===== src/emv_pkg.sv =====
// ----------------------------------------------------------------------------
// emv_pkg: shared types and constants
// Field widths, register reset values, register indexes, wrap codes and the
// configuration bundle used by the multiturn encoder block.
// ----------------------------------------------------------------------------
package emv_pkg;

  // Default geometry
  localparam int ANGLE_BITS_DEF = 14;
  localparam int TURN_BITS_DEF  = 32;

  // Port field widths
  localparam int RAW_W   = 16;
  localparam int SHAFT_W = 14;
  localparam int TURNS_W = 32;
  localparam int TOTAL_W = 46;
  localparam int ELEC_W  = 18;
  localparam int VEL_W   = 31;

  // Configuration register widths
  localparam int PP_W   = 4;
  localparam int RATE_W = 16;
  localparam int THR_W  = 14;
  localparam int CFG_W  = 16;
  localparam int CFG_IDX_W = 2;

  // Clamped position change feeding the velocity multiply (+-2^32)
  localparam int DPOS_W = 34;

  // Register indexes
  localparam logic [CFG_IDX_W-1:0] REG_ELEC_MULT      = 2'd0;
  localparam logic [CFG_IDX_W-1:0] REG_SAMPLE_RATE    = 2'd1;
  localparam logic [CFG_IDX_W-1:0] REG_WRAP_THRESHOLD = 2'd2;

  // Register reset values
  localparam logic [PP_W-1:0]   ELEC_MULT_RST      = 4'd7;
  localparam logic [RATE_W-1:0] SAMPLE_RATE_RST    = 16'd1000;
  localparam logic [THR_W-1:0]  WRAP_THRESHOLD_RST = 14'd13107;

  // Turn counter move decided by the front end
  typedef enum logic [1:0] {
    WRAP_NONE = 2'b00,
    WRAP_FWD  = 2'b01,
    WRAP_BACK = 2'b10
  } wrap_t;

  typedef struct packed {
    logic [PP_W-1:0]   elec_mult;
    logic [RATE_W-1:0] sample_rate;
    logic [THR_W-1:0]  wrap_threshold;
  } cfg_t;

endpackage


===== src/emv_ifs.sv =====
// ----------------------------------------------------------------------------
// emv_ifs: request channels
// Valid/ready channels for sensor samples and for position/velocity results.
// ----------------------------------------------------------------------------
interface emv_in_if;
  logic                      valid;
  logic                      ready;
  logic [emv_pkg::RAW_W-1:0] raw_word;
  logic                      read_ok;

  modport source (output valid, raw_word, read_ok, input ready);
  modport sink   (input valid, raw_word, read_ok, output ready);
endinterface

interface emv_out_if;
  logic                               valid;
  logic                               ready;
  logic [emv_pkg::SHAFT_W-1:0]        shaft_angle;
  logic signed [emv_pkg::TURNS_W-1:0] turns;
  logic signed [emv_pkg::TOTAL_W-1:0] total_position;
  logic [emv_pkg::ELEC_W-1:0]         electrical_angle;
  logic signed [emv_pkg::VEL_W-1:0]   velocity;

  modport source (output valid, shaft_angle, turns, total_position, electrical_angle,
                  velocity, input ready);
  modport sink   (input valid, shaft_angle, turns, total_position, electrical_angle,
                  velocity, output ready);
endinterface


===== src/emv_front.sv =====
// ----------------------------------------------------------------------------
// emv_front: sample intake and wrap detection
// Extracts the shaft angle, compares it with the previous angle and tags the
// request with the turn counter move.
// ----------------------------------------------------------------------------
module emv_front #(
  parameter int ANGLE_BITS = emv_pkg::ANGLE_BITS_DEF
) (
  input  logic                        clk,
  input  logic                        rst_n,
  input  logic                        in_valid,
  output logic                        in_ready,
  input  logic [emv_pkg::RAW_W-1:0]   raw_word,
  input  logic                        read_ok,
  input  logic [emv_pkg::THR_W-1:0]   wrap_threshold,
  input  logic                        q_full,
  output logic                        push,
  output logic [ANGLE_BITS+1:0]       push_data
);

  localparam int MW = (ANGLE_BITS + 1 > emv_pkg::THR_W + 1) ? ANGLE_BITS + 1
                                                            : emv_pkg::THR_W + 1;

  logic [ANGLE_BITS-1:0] last_angle_r;
  logic [ANGLE_BITS-1:0] angle;
  logic signed [MW-1:0]  delta;
  logic signed [MW-1:0]  mag;
  logic                  wrap;
  emv_pkg::wrap_t        dir;

  assign in_ready = !q_full;
  assign push     = in_valid && in_ready;

  assign angle = read_ok ? raw_word[emv_pkg::RAW_W-1 -: ANGLE_BITS] : '0;
  assign delta = $signed(MW'(angle)) - $signed(MW'(last_angle_r));
  assign mag   = delta[MW-1] ? -delta : delta;
  assign wrap  = mag > $signed(MW'(wrap_threshold));

  // A large backward jump means the shaft crossed zero going forward
  always_comb begin
    if (!wrap) begin
      dir = emv_pkg::WRAP_NONE;
    end else if (delta[MW-1]) begin
      dir = emv_pkg::WRAP_FWD;
    end else begin
      dir = emv_pkg::WRAP_BACK;
    end
  end

  assign push_data = {dir, angle};

  always_ff @(posedge clk) begin
    if (!rst_n) begin
      last_angle_r <= '0;
    end else if (push) begin
      last_angle_r <= angle;
    end
  end

endmodule


===== src/emv_queue.sv =====
// ----------------------------------------------------------------------------
// emv_queue: two-entry request queue
// Decouples the intake from the arithmetic pipeline.
// ----------------------------------------------------------------------------
module emv_queue #(
  parameter int W = emv_pkg::ANGLE_BITS_DEF + 2
) (
  input  logic         clk,
  input  logic         rst_n,
  input  logic         push,
  input  logic [W-1:0] push_data,
  output logic         full,
  output logic         valid,
  output logic [W-1:0] data,
  input  logic         pop
);

  logic [W-1:0] mem_r [2];
  logic         wr_ptr_r;
  logic         rd_ptr_r;
  logic [1:0]   count_r;
  logic [1:0]   count_nxt;

  assign full  = count_r == 2'd2;
  assign valid = count_r != 2'd0;
  assign data  = mem_r[rd_ptr_r];

  always_comb begin
    count_nxt = count_r;
    if (push && !pop) begin
      count_nxt = count_r + 2'd1;
    end else if (pop && !push) begin
      count_nxt = count_r - 2'd1;
    end
  end

  always_ff @(posedge clk) begin
    if (push) begin
      mem_r[wr_ptr_r] <= push_data;
    end
  end

  always_ff @(posedge clk) begin
    if (!rst_n) begin
      wr_ptr_r <= 1'b0;
      rd_ptr_r <= 1'b0;
      count_r  <= 2'd0;
    end else begin
      if (push) begin
        wr_ptr_r <= !wr_ptr_r;
      end
      if (pop) begin
        rd_ptr_r <= !rd_ptr_r;
      end
      count_r <= count_nxt;
    end
  end

endmodule


===== src/emv_back.sv =====
// ----------------------------------------------------------------------------
// emv_back: position and velocity pipeline
// Three stages: turn update and total, position change with clamp, velocity
// multiply with saturation into the output register.
// ----------------------------------------------------------------------------
module emv_back #(
  parameter int ANGLE_BITS = emv_pkg::ANGLE_BITS_DEF,
  parameter int TURN_BITS  = emv_pkg::TURN_BITS_DEF
) (
  input  logic                               clk,
  input  logic                               rst_n,
  input  emv_pkg::cfg_t                      cfg,
  input  logic                               q_valid,
  input  logic [ANGLE_BITS+1:0]              q_data,
  output logic                               q_pop,
  output logic                               out_valid,
  input  logic                               out_ready,
  output logic [emv_pkg::SHAFT_W-1:0]        shaft_angle,
  output logic signed [emv_pkg::TURNS_W-1:0] turns,
  output logic signed [emv_pkg::TOTAL_W-1:0] total_position,
  output logic [emv_pkg::ELEC_W-1:0]         electrical_angle,
  output logic signed [emv_pkg::VEL_W-1:0]   velocity
);

  localparam int TOT_W = TURN_BITS + ANGLE_BITS;
  localparam int DW    = (TOT_W + 1 > emv_pkg::DPOS_W) ? TOT_W + 1 : emv_pkg::DPOS_W;
  localparam int EW    = ANGLE_BITS + emv_pkg::PP_W;
  localparam int PW    = emv_pkg::DPOS_W + emv_pkg::RATE_W + 1;

  localparam logic signed [TURN_BITS-1:0] T_MAX = {1'b0, {(TURN_BITS-1){1'b1}}};
  localparam logic signed [TURN_BITS-1:0] T_MIN = {1'b1, {(TURN_BITS-1){1'b0}}};
  localparam logic signed [DW-1:0] DP_HI = DW'(64'sh1_0000_0000);
  localparam logic signed [DW-1:0] DP_LO = -DP_HI;
  localparam logic signed [PW-1:0] V_HI  = PW'({1'b0, {(emv_pkg::VEL_W-1){1'b1}}});
  localparam logic signed [PW-1:0] V_LO  = -V_HI - PW'(1);

  // Stage enables: advance when the stage ahead is empty or moving
  logic en1, en2, en3;

  logic [ANGLE_BITS-1:0]       q_angle;
  emv_pkg::wrap_t              q_dir;
  logic signed [TURN_BITS-1:0] turn_r;
  logic signed [TURN_BITS-1:0] turn_nxt;
  logic signed [TOT_W-1:0]     total_nxt;
  logic [EW-1:0]               elec_nxt;

  logic                        v1_r;
  logic [ANGLE_BITS-1:0]       ang1_r;
  logic signed [TURN_BITS-1:0] turn1_r;
  logic signed [TOT_W-1:0]     total1_r;
  logic [EW-1:0]               elec1_r;

  logic signed [TOT_W-1:0]     last_total_r;
  logic signed [DW-1:0]        dpos;
  logic signed [DW-1:0]        dpos_clamp;

  logic                        v2_r;
  logic [ANGLE_BITS-1:0]       ang2_r;
  logic signed [TURN_BITS-1:0] turn2_r;
  logic signed [TOT_W-1:0]     total2_r;
  logic [EW-1:0]               elec2_r;
  logic signed [emv_pkg::DPOS_W-1:0] dpos2_r;

  logic signed [PW-1:0]        prod;
  logic signed [PW-1:0]        vel_sat;

  logic                              ov_r;
  logic [ANGLE_BITS+emv_pkg::SHAFT_W-1:0] shaft_ext;
  logic [EW+emv_pkg::ELEC_W-1:0]     elec_ext;
  logic signed [emv_pkg::TOTAL_W+2-1:0] total_ext;
  logic [emv_pkg::SHAFT_W-1:0]       shaft_r;
  logic signed [emv_pkg::TURNS_W-1:0] turns_r;
  logic signed [emv_pkg::TOTAL_W-1:0] total_r;
  logic [emv_pkg::ELEC_W-1:0]        elec_r;
  logic signed [emv_pkg::VEL_W-1:0]  vel_r;

  assign en3   = !ov_r || out_ready;
  assign en2   = !v2_r || en3;
  assign en1   = !v1_r || en2;
  assign q_pop = q_valid && en1;

  assign q_angle = q_data[ANGLE_BITS-1:0];
  assign q_dir   = emv_pkg::wrap_t'(q_data[ANGLE_BITS+1:ANGLE_BITS]);

  // Saturating turn counter
  always_comb begin
    turn_nxt = turn_r;
    unique case (q_dir)
      emv_pkg::WRAP_FWD: begin
        if (turn_r != T_MAX) begin
          turn_nxt = turn_r + TURN_BITS'(1);
        end
      end
      emv_pkg::WRAP_BACK: begin
        if (turn_r != T_MIN) begin
          turn_nxt = turn_r - TURN_BITS'(1);
        end
      end
      default: begin
        turn_nxt = turn_r;
      end
    endcase
  end

  assign total_nxt = $signed({turn_nxt, q_angle});
  assign elec_nxt  = EW'(q_angle) * EW'(cfg.elec_mult);

  // Stage 1: turn count, total position, electrical angle
  always_ff @(posedge clk) begin
    if (!rst_n) begin
      v1_r   <= 1'b0;
      turn_r <= '0;
    end else begin
      if (en1) begin
        v1_r <= q_valid;
      end
      if (q_pop) begin
        turn_r <= turn_nxt;
      end
    end
  end

  always_ff @(posedge clk) begin
    if (q_pop) begin
      ang1_r   <= q_angle;
      turn1_r  <= turn_nxt;
      total1_r <= total_nxt;
      elec1_r  <= elec_nxt;
    end
  end

  // Stage 2: position change against the previous total, clamped to +-2^32
  assign dpos = DW'(total1_r) - DW'(last_total_r);

  always_comb begin
    if (dpos > DP_HI) begin
      dpos_clamp = DP_HI;
    end else if (dpos < DP_LO) begin
      dpos_clamp = DP_LO;
    end else begin
      dpos_clamp = dpos;
    end
  end

  always_ff @(posedge clk) begin
    if (!rst_n) begin
      v2_r         <= 1'b0;
      last_total_r <= '0;
    end else begin
      if (en2) begin
        v2_r <= v1_r;
      end
      if (v1_r && en2) begin
        last_total_r <= total1_r;
      end
    end
  end

  always_ff @(posedge clk) begin
    if (v1_r && en2) begin
      ang2_r   <= ang1_r;
      turn2_r  <= turn1_r;
      total2_r <= total1_r;
      elec2_r  <= elec1_r;
      dpos2_r  <= dpos_clamp[emv_pkg::DPOS_W-1:0];
    end
  end

  // Stage 3: velocity multiply and saturate, format output fields
  assign prod = dpos2_r * $signed({1'b0, cfg.sample_rate});

  always_comb begin
    if (prod > V_HI) begin
      vel_sat = V_HI;
    end else if (prod < V_LO) begin
      vel_sat = V_LO;
    end else begin
      vel_sat = prod;
    end
  end

  assign shaft_ext = {{emv_pkg::SHAFT_W{1'b0}}, ang2_r};
  assign elec_ext  = {{emv_pkg::ELEC_W{1'b0}}, elec2_r};
  assign total_ext = (emv_pkg::TOTAL_W + 2)'(total2_r);

  always_ff @(posedge clk) begin
    if (!rst_n) begin
      ov_r <= 1'b0;
    end else if (en3) begin
      ov_r <= v2_r;
    end
  end

  always_ff @(posedge clk) begin
    if (v2_r && en3) begin
      shaft_r <= shaft_ext[emv_pkg::SHAFT_W-1:0];
      turns_r <= emv_pkg::TURNS_W'(turn2_r);
      total_r <= total_ext[emv_pkg::TOTAL_W-1:0];
      elec_r  <= elec_ext[emv_pkg::ELEC_W-1:0];
      vel_r   <= vel_sat[emv_pkg::VEL_W-1:0];
    end
  end

  assign out_valid        = ov_r;
  assign shaft_angle      = shaft_r;
  assign turns            = turns_r;
  assign total_position   = total_r;
  assign electrical_angle = elec_r;
  assign velocity         = vel_r;

endmodule


===== src/encoder_multiturn_velocity.sv =====
// ----------------------------------------------------------------------------
// encoder_multiturn_velocity: multiturn position and velocity from an
// absolute angle sensor
// Takes raw sensor words, tracks full turns across the zero crossing and
// reports angle, turns, total position, electrical angle and velocity.
// ----------------------------------------------------------------------------
//
//   channel | direction | handshake        | payload
//   --------+-----------+------------------+------------------------------------
//   in_ch   | sink      | valid / ready    | raw_word, read_ok
//   out_ch  | source    | valid / ready    | shaft_angle, turns, total_position,
//           |           |                  | electrical_angle, velocity
//   cfg_*   | sink      | cfg_we (no wait) | cfg_index, cfg_wdata
//
// One request per cycle sustained while out_ch does not stall. A request is
// classified in the intake in the cycle it is accepted, is held in a
// two-entry queue and then passes three arithmetic stages (turn update,
// clamped position change, velocity multiply) before its result is offered.
// The velocity multiplier sets the stage depth.
// Synchronous active-low reset clears turns, last angle, last total and all
// valid flags; registers return to their reset values. When out_ch stalls the
// pipeline fills its bubbles first, then the queue, then in_ch.ready drops.
// ----------------------------------------------------------------------------
module encoder_multiturn_velocity #(
  parameter int ANGLE_BITS = emv_pkg::ANGLE_BITS_DEF,
  parameter int TURN_BITS  = emv_pkg::TURN_BITS_DEF
) (
  input  logic                              clk,
  input  logic                              rst_n,
  emv_in_if.sink                            in_ch,
  emv_out_if.source                         out_ch,
  input  logic                              cfg_we,
  input  logic [emv_pkg::CFG_IDX_W-1:0]     cfg_index,
  input  logic [emv_pkg::CFG_W-1:0]         cfg_wdata
);

  emv_pkg::cfg_t         cfg_r;
  logic                  push;
  logic [ANGLE_BITS+1:0] push_data;
  logic                  q_full;
  logic                  q_valid;
  logic [ANGLE_BITS+1:0] q_data;
  logic                  q_pop;

  // Configuration registers; writes to an unused index are dropped
  always_ff @(posedge clk) begin
    if (!rst_n) begin
      cfg_r.elec_mult      <= emv_pkg::ELEC_MULT_RST;
      cfg_r.sample_rate    <= emv_pkg::SAMPLE_RATE_RST;
      cfg_r.wrap_threshold <= emv_pkg::WRAP_THRESHOLD_RST;
    end else if (cfg_we) begin
      unique case (cfg_index)
        emv_pkg::REG_ELEC_MULT: begin
          cfg_r.elec_mult <= cfg_wdata[emv_pkg::PP_W-1:0];
        end
        emv_pkg::REG_SAMPLE_RATE: begin
          cfg_r.sample_rate <= cfg_wdata[emv_pkg::RATE_W-1:0];
        end
        emv_pkg::REG_WRAP_THRESHOLD: begin
          cfg_r.wrap_threshold <= cfg_wdata[emv_pkg::THR_W-1:0];
        end
        default: begin
          cfg_r <= cfg_r;
        end
      endcase
    end
  end

  // Intake: extract angle and classify the turn crossing
  emv_front #(
    .ANGLE_BITS (ANGLE_BITS)
  ) u_front (
    .clk            (clk),
    .rst_n          (rst_n),
    .in_valid       (in_ch.valid),
    .in_ready       (in_ch.ready),
    .raw_word       (in_ch.raw_word),
    .read_ok        (in_ch.read_ok),
    .wrap_threshold (cfg_r.wrap_threshold),
    .q_full         (q_full),
    .push           (push),
    .push_data      (push_data)
  );

  // Hold classified requests so intake and arithmetic stall independently
  emv_queue #(
    .W (ANGLE_BITS + 2)
  ) u_queue (
    .clk       (clk),
    .rst_n     (rst_n),
    .push      (push),
    .push_data (push_data),
    .full      (q_full),
    .valid     (q_valid),
    .data      (q_data),
    .pop       (q_pop)
  );

  // Arithmetic: turns, total, electrical angle, velocity
  emv_back #(
    .ANGLE_BITS (ANGLE_BITS),
    .TURN_BITS  (TURN_BITS)
  ) u_back (
    .clk              (clk),
    .rst_n            (rst_n),
    .cfg              (cfg_r),
    .q_valid          (q_valid),
    .q_data           (q_data),
    .q_pop            (q_pop),
    .out_valid        (out_ch.valid),
    .out_ready        (out_ch.ready),
    .shaft_angle      (out_ch.shaft_angle),
    .turns            (out_ch.turns),
    .total_position   (out_ch.total_position),
    .electrical_angle (out_ch.electrical_angle),
    .velocity         (out_ch.velocity)
  );

endmodule

===== src/flat_wrapper.sv =====
// flat-port wrapper written by rule: the top's interface ports become plain ports
module encoder_multiturn_velocity_flat 
#(
  parameter int ANGLE_BITS = emv_pkg::ANGLE_BITS_DEF,
  parameter int TURN_BITS  = emv_pkg::TURN_BITS_DEF
)
  (clk, rst_n, cfg_we, cfg_index, cfg_wdata, in_ch_valid, in_ch_raw_word, in_ch_read_ok, in_ch_ready, out_ch_valid, out_ch_shaft_angle, out_ch_turns, out_ch_total_position, out_ch_electrical_angle, out_ch_velocity, out_ch_ready);
  emv_in_if in_ch_i ();
  emv_out_if out_ch_i ();
  input  logic clk;
  input  logic rst_n;
  input  logic cfg_we;
  input  logic [emv_pkg::CFG_IDX_W-1:0] cfg_index;
  input  logic [emv_pkg::CFG_W-1:0] cfg_wdata;
  input wire logic [$bits(in_ch_i.valid)-1:0] in_ch_valid;
  input wire logic [$bits(in_ch_i.raw_word)-1:0] in_ch_raw_word;
  input wire logic [$bits(in_ch_i.read_ok)-1:0] in_ch_read_ok;
  output wire logic [$bits(in_ch_i.ready)-1:0] in_ch_ready;
  output wire logic [$bits(out_ch_i.valid)-1:0] out_ch_valid;
  output wire logic [$bits(out_ch_i.shaft_angle)-1:0] out_ch_shaft_angle;
  output wire logic [$bits(out_ch_i.turns)-1:0] out_ch_turns;
  output wire logic [$bits(out_ch_i.total_position)-1:0] out_ch_total_position;
  output wire logic [$bits(out_ch_i.electrical_angle)-1:0] out_ch_electrical_angle;
  output wire logic [$bits(out_ch_i.velocity)-1:0] out_ch_velocity;
  input wire logic [$bits(out_ch_i.ready)-1:0] out_ch_ready;
  assign in_ch_i.valid = in_ch_valid;
  assign in_ch_i.raw_word = in_ch_raw_word;
  assign in_ch_i.read_ok = in_ch_read_ok;
  assign in_ch_ready = in_ch_i.ready;
  assign out_ch_valid = out_ch_i.valid;
  assign out_ch_shaft_angle = out_ch_i.shaft_angle;
  assign out_ch_turns = out_ch_i.turns;
  assign out_ch_total_position = out_ch_i.total_position;
  assign out_ch_electrical_angle = out_ch_i.electrical_angle;
  assign out_ch_velocity = out_ch_i.velocity;
  assign out_ch_i.ready = out_ch_ready;
  encoder_multiturn_velocity #(.ANGLE_BITS(ANGLE_BITS), .TURN_BITS(TURN_BITS)) u_core (.clk(clk), .rst_n(rst_n), .in_ch(in_ch_i), .out_ch(out_ch_i), .cfg_we(cfg_we), .cfg_index(cfg_index), .cfg_wdata(cfg_wdata));
endmodule

===== config.mk =====
export PLATFORM = sky130hd
export DESIGN_NAME = encoder_multiturn_velocity_flat
export DESIGN_NICKNAME = d
export VERILOG_FILES = /design/src/emv_pkg.sv /design/src/emv_ifs.sv /design/src/emv_front.sv /design/src/emv_queue.sv /design/src/emv_back.sv /design/src/encoder_multiturn_velocity.sv /design/src/flat_wrapper.sv
export SDC_FILE = /design/constraint.sdc
export NUM_CORES = 2
export LEC_CHECK = 0
export ABC_CLOCK_PERIOD_IN_PS = 22500
export CAP_MARGIN = 10
export CORE_ASPECT_RATIO = 1.2
export CORE_UTILIZATION = 30
export CTS_CLUSTER_DIAMETER = 80
export CTS_CLUSTER_SIZE = 14
export DETAILED_ROUTE_END_ITERATION = 10
export DONT_BUFFER_PORTS = 1
export GPL_TIMING_DRIVEN = 1
export HOLD_SLACK_MARGIN = 0.06
export PLACE_DENSITY_LB_ADDON = 0.2
export SYNTH_ARGS = -nofsm -noshare
export SYNTH_HDL_FRONTEND = slang
export SYNTH_SLANG_ARGS = --single-unit

===== constraint.sdc =====
create_clock -name clk -period 22.5 [get_ports clk]
set_input_delay 4.5 -clock clk [delete_from_list [all_inputs] [get_ports clk]]
set_output_delay 4.5 -clock clk [all_outputs]
set_load 0.02 [all_outputs]

# Yosys cells after proc, flatten, opt, wreduce, memory -nomap -nowiden
# Memory sizes are Yosys's and may differ from the RTL's. A register that Yosys moved wholly into a read port is not among the register bits.
# Cells that the tools add are included.
# Widths: inputs -> output; s select.
# totals
ff_bits,528
ramBits,32
input_bits,40
out_inout_bits,143
elab_cells,88
memories,1
# op_classes
n_addsub,7
multipliers,2
n_lt_le_gt_ge,5
eq_ne,7
mux,15
n_reduce_logical,24
# mem_list
name,depth,word_bits,read_ports,rd_clocked_by_memory_dff,wr,line,text
u_core.u_queue.mem_r,2,16,1,1,1,emv_queue.sv:18,logic [W-1:0] mem_r [2];
# ops
cell,count
$mux 32,2
$ne 32x32->1 const B,2
$pmux 32 s2,1
$gt 51x31->1 const B,1
$lt 51x31->1 const B,1
$mul 34x17->51,1
$gt 47x34->1 const B,1
$lt 47x33->1 const B,1
$sub 46x46->47,1
$mux 34,1
$add 32x2->32 const B,1
$sub 32x2->32 const B,1
$mux 31,1
$mul 14x4->18,1
$gt 15x15->1,1
$mux 15,1
$neg 15->15,1
$sub 14x14->15,1
$mux 14,1
$logic_not 1->1,8
$mux 2,4
$eq 2x2->1 const B,3
$logic_and 1x1->1,6
$reduce_and 2->1,3
other kinds (8),15

# Longest topological paths before layout
# logic_depth
word_depth,8
mapped_depth,29
mapped_depth_nobuf,27

# Hierarchy
# Synthesis repeated with hierarchy kept, for this count alone.
# unflattened
cells_unflattened,4540
hier_area_um2,42442.0
# by_module_without_submodules
module,instances,cells_each,area_per_inst_um2,seq_area_each_um2
emv_back,1,4065,37709.9,9339.0
emv_front,1,262,1944.4,280.3
encoder_multiturn_velocity,1,141,1412.6,680.7
emv_queue,1,72,1375.1,1061.0

# Worst setup path before layout
# Ideal clock, no wire load.
# synth_timing
path_kind,input port to flip-flop
from,in out_ch_ready
to,"reg u_core.u_back.elec_r, in the netlist u_core.u_back.electrical_angle[0], enable pin"
setup_time_ns,0.561
t_arrival_ns,8.787
required_ns,21.939
path_slack_ns,13.152
path_stages,2
n_path_buf,0
path_cell_list,nor2b_1 nor2b_1
# synth_between
elab_chain_len,2
# synth_lines
element,line,text
"start, declared",flat_wrapper.sv:25,input wire logic [$bits(out_ch_i.ready)-1:0] out_ch_ready;
$logic_or 1x1->1,emv_back.sv:77,assign en3 = !ov_r || out_ready;
$logic_and 1x1->1,emv_back.sv:195,if (v2_r && en3) begin
"end signal, assigned",emv_back.sv:199,elec_r <= elec_ext[emv_pkg::ELEC_W-1:0];
"end, declared",emv_back.sv:74,logic [emv_pkg::ELEC_W-1:0] elec_r;
# Every way passes these cells.
# A chain may end at the register's enable or synchronous reset.

# Worst setup path after layout
# layout_timing
from,reg u_core.u_back.dpos2_r[6] (netlist bit)
to,"reg u_core.u_back.vel_r, in the netlist u_core.u_back.velocity[0] (data pin)"
# layout_between
elab_chain_len,3
word_cells_on_any_way,4
cone_classes,1 x mul; 2 x order compare; 1 x mux
# layout_lines
element,line,text
"start, declared",emv_back.sv:62,logic signed [emv_pkg::DPOS_W-1:0] dpos2_r;
"start signal, assigned",emv_back.sv:165,dpos2_r <= dpos_clamp[emv_pkg::DPOS_W-1:0];
$mul 34x17->51 *,emv_back.sv:170,"assign prod = dpos2_r * $signed({1'b0, cfg.sample_rate});"
$lt 51x31->1,emv_back.sv:175,end else if (prod < V_LO) begin
$mux 31,emv_back.sv:175,
"end signal, assigned",emv_back.sv:200,vel_r <= vel_sat[emv_pkg::VEL_W-1:0];
"end, declared",emv_back.sv:75,logic signed [emv_pkg::VEL_W-1:0] vel_r;
# Every way passes the cells marked *; elsewhere a longest branch is shown, timed or not.

==> results.cfg <==
[cts]
cts_buffer_depth = 3
tritoncts = built
worstSkewPairLatency_ns = 0.64
cts_resized = 0
cts_setup_buffers = 0
postCtsHoldBufs = 0
cts_buffers = 42
cts_root_buf = clkbuf_16
path_clk_slew_ns = 0.07
numClockSinks = 423
h-tree-depth = 2

[floorplanning]
fp.dieW_um = 346
dieArea_um2 = 143000
die_h_um = 414
start_util_pct = 30.4
rows = 150
io_pins = 183
coreArea_um2 = 140000

[global_routing]
grt_start_max_net_pins = 135
grt_pass1_vias = 31634
grt_pass1_wl_um = 183000
overflow = 0
grtUsageTotal_pct = 16.2
antenna_found_initial = 2

[setup_path]
cp.buffers_inverters = 4
max_stage_delay_ns = 0.96
required_ns = 23.00
cp.arrival_ns = 9.58
crit_top_cell = fa_1
worstPathMaxFanout = 30
start_kind = register
crit_type = reg -> reg
end_kind = register
slowest_stage = edfxtp_1
cp_top_family = adder cells
crit_chain = nand2_1 -> fa_1 -> inv_1 -> fa_1 -> fa_1 -> fa_1 -> fa_1 -> inv_1 -> fa_1 -> inv_1 -> ha_1 -> a21o_1 -> a31oi_1 -> o311ai_1 -> a2111oi_0 -> nor2_1 -> a41o_1 -> a2111oi_0 -> and4_1 -> nand4_1 -> o41ai_4 -> buf_4 -> a31o_1

[timing]
rsz0062_at_grt = false
final-hold-violation-count = 0
setup_viol_count_final = 0
fin_hold_ws_ns = 0.404
slew_violations = 0
worstMarginPinSlew_ns = 1.10
tns_ns = 0
fin_crit_ns = 9.09
max_clock_freq_mhz = 110
slew_headroom_pct = 26.1
fin_skew_ns = 0.0678
min_period_over_period_pct = 40.4
timing.final.ws_setup_ns = 13.41

[synthesis]
synth-edff-count = 289
synth_xor_area_share_pct = 2.53
async_reset_ff_share_pct = 0
synth_fa_ha_area_share_pct = 32.2
yosys.area_share.simple_pct = 16.6
yosys_warnings = 0
synth_nets = 5376
synth_seq_cells = 423
synth_compound_area_share_pct = 11.4
yosys.cell_types.count = 99
synth_top_family_by_area = adder cells
syn_avg_cell_area_um2 = 9.30
synth_mux_area_share_pct = 0.824
ys_seq_area_share_pct = 26.7
ys.flop_type = edfxtp_1
synthCells = 4569
synth_area_um2 = 42500

[run_status]
status = completed

[run]
drv_cap = 0

[routing]
antenna_left = 0
via_count = 30173
first_pass_iters = 5
route.detailed.drc = 0
vias_per_cell = 4.85
drt_iter0_drc = 1593
routed_wl_um = 115000
wire_per_inst_um = 18.6

[layout]
fill_cells = 14654
final_nets = 5165
mostFrequentLayoutCells = inv_1 (756), nand2_1 (728), fa_1 (543), edfxtp_1 (289), and2_1 (258)
insertedDiodeCount = 0
final_common_cell = inv_1
synthToLayoutAreaGrowth_pct = 6.12
drive_above_1_share_pct = 3.87
final_core_util_pct = 32.2

[placement]
gp_congestion = 0.828
place_ws_ns = 12.79
hpwl_um = 85600
numPortBuffers = 0

[hold_path]
hold_class = reg -> reg
kinds of logic after synthesis:
group / after synthesis
multiplexers: 33
adder cells (fa/ha/maj): 767
XOR/XNOR: 123
AND/OR/NAND/NOR: 1473
AO/OA/AOI/OAI: 703
flip-flops: 423
buffers and inverters: 1047
registers in the layout, indices dropped and copies added, names as in the netlist, 31 cells and up, named ones only:
register	flops
u_core.cfg_r	34
u_core.u_back.dpos2_r	34
u_core.u_back.last_total_r	46
u_core.u_back.turn1_r	32
u_core.u_back.turn2_r	32
u_core.u_back.turn_r	32
u_core.u_back.turns	32
u_core.u_back.velocity	31
u_core.u_queue.mem_r	32
per-stage QoR:
step | instances | cell area, µm²
after floorplan | 4569 | 42500
after global placement | 6138 | 43800
after detailed placement | 6138 | 43800
after CTS | 6216 | 45100
after global routing | 6216 | 45100
final | 6216 | 45100
final timing paths:
check,startpoint,to,slack [ns],cells past startpoint
worst max-delay path,u_core.u_back.dpos2_r[6]$_SDFFCE_PP0P_,u_core.u_back.velocity[0]$_SDFFCE_PN1P_,13.41,23
worst min-delay path,u_core.u_back.elec1_r[13]$_DFFE_PP_,u_core.u_back.elec2_r[13]$_DFFE_PP_,0.40,0
worst max register to register,u_core.u_back.dpos2_r[6]$_SDFFCE_PP0P_,u_core.u_back.velocity[0]$_SDFFCE_PN1P_,13.41,23
worst min register to register,u_core.u_back.elec1_r[13]$_DFFE_PP_,u_core.u_back.elec2_r[13]$_DFFE_PP_,0.40,0
area by class of cell:
| class | count | area (µm²) | area share, % |
|---|---|---|---|
| Multi-Input combinational cell | 3099 | 27000 | 59.9 |
| Sequential cell | 423 | 11400 | 25.2 |
| Inverter | 759 | 2860 | 6.33 |
| Tap cell | 1824 | 2280 | 5.06 |
| Clock buffer | 64 | 1140 | 2.54 |
| Timing Repair Buffer | 33 | 248 | 0.549 |
| Clock inverter | 14 | 175 | 0.388 |
synthesized netlist by cell type (all sizes together), types with 32 or more instances:
master / n / area (µm²)
inv: 757 / 2840
nand2: 730 / 2740
fa: 543 / 10900
edfxtp: 289 / 8680
and2: 258 / 1610
ha: 224 / 2800
clkbuf: 218 / 818
a21oi: 149 / 764
nor2: 138 / 518
dfxtp: 134 / 2680
a21boi: 109 / 818
o21ai: 103 / 515
a21o: 87 / 653
xnor2: 84 / 736
nand3: 73 / 370
buf: 70 / 473
nor3: 48 / 255
xor2: 39 / 342
nand4: 37 / 231
nor2b: 32 / 200
layer usage:
layer / global-route usage [%] / part of all wire (%)
met4: 4.06 / 2.3
met3: 2.11 / 4.2
met1: 21.1 / 45
met5: 0 / 0.011
met2: 28.2 / 49
worst reg2reg max path, stage by stage (launching register included):
cell and delay [ns]:
edfxtp_1 0.96, nand2_1 0.19, fa_1 0.56, inv_1 0.05
fa_1 0.50, fa_1 0.55, fa_1 0.54, fa_1 0.55
inv_1 0.05, fa_1 0.62, inv_1 0.07, ha_1 0.41
a21o_1 0.22, a31oi_1 0.29, o311ai_1 0.22, a2111oi_0 0.92
nor2_1 0.19, a41o_1 0.27, a2111oi_0 0.45, and4_1 0.26
nand4_1 0.14, o41ai_4 0.31, buf_4 0.37, a31o_1 0.24
Power is not shown: default switching activity piles up to over one toggle a cycle in this logic, so the estimate is an artifact.
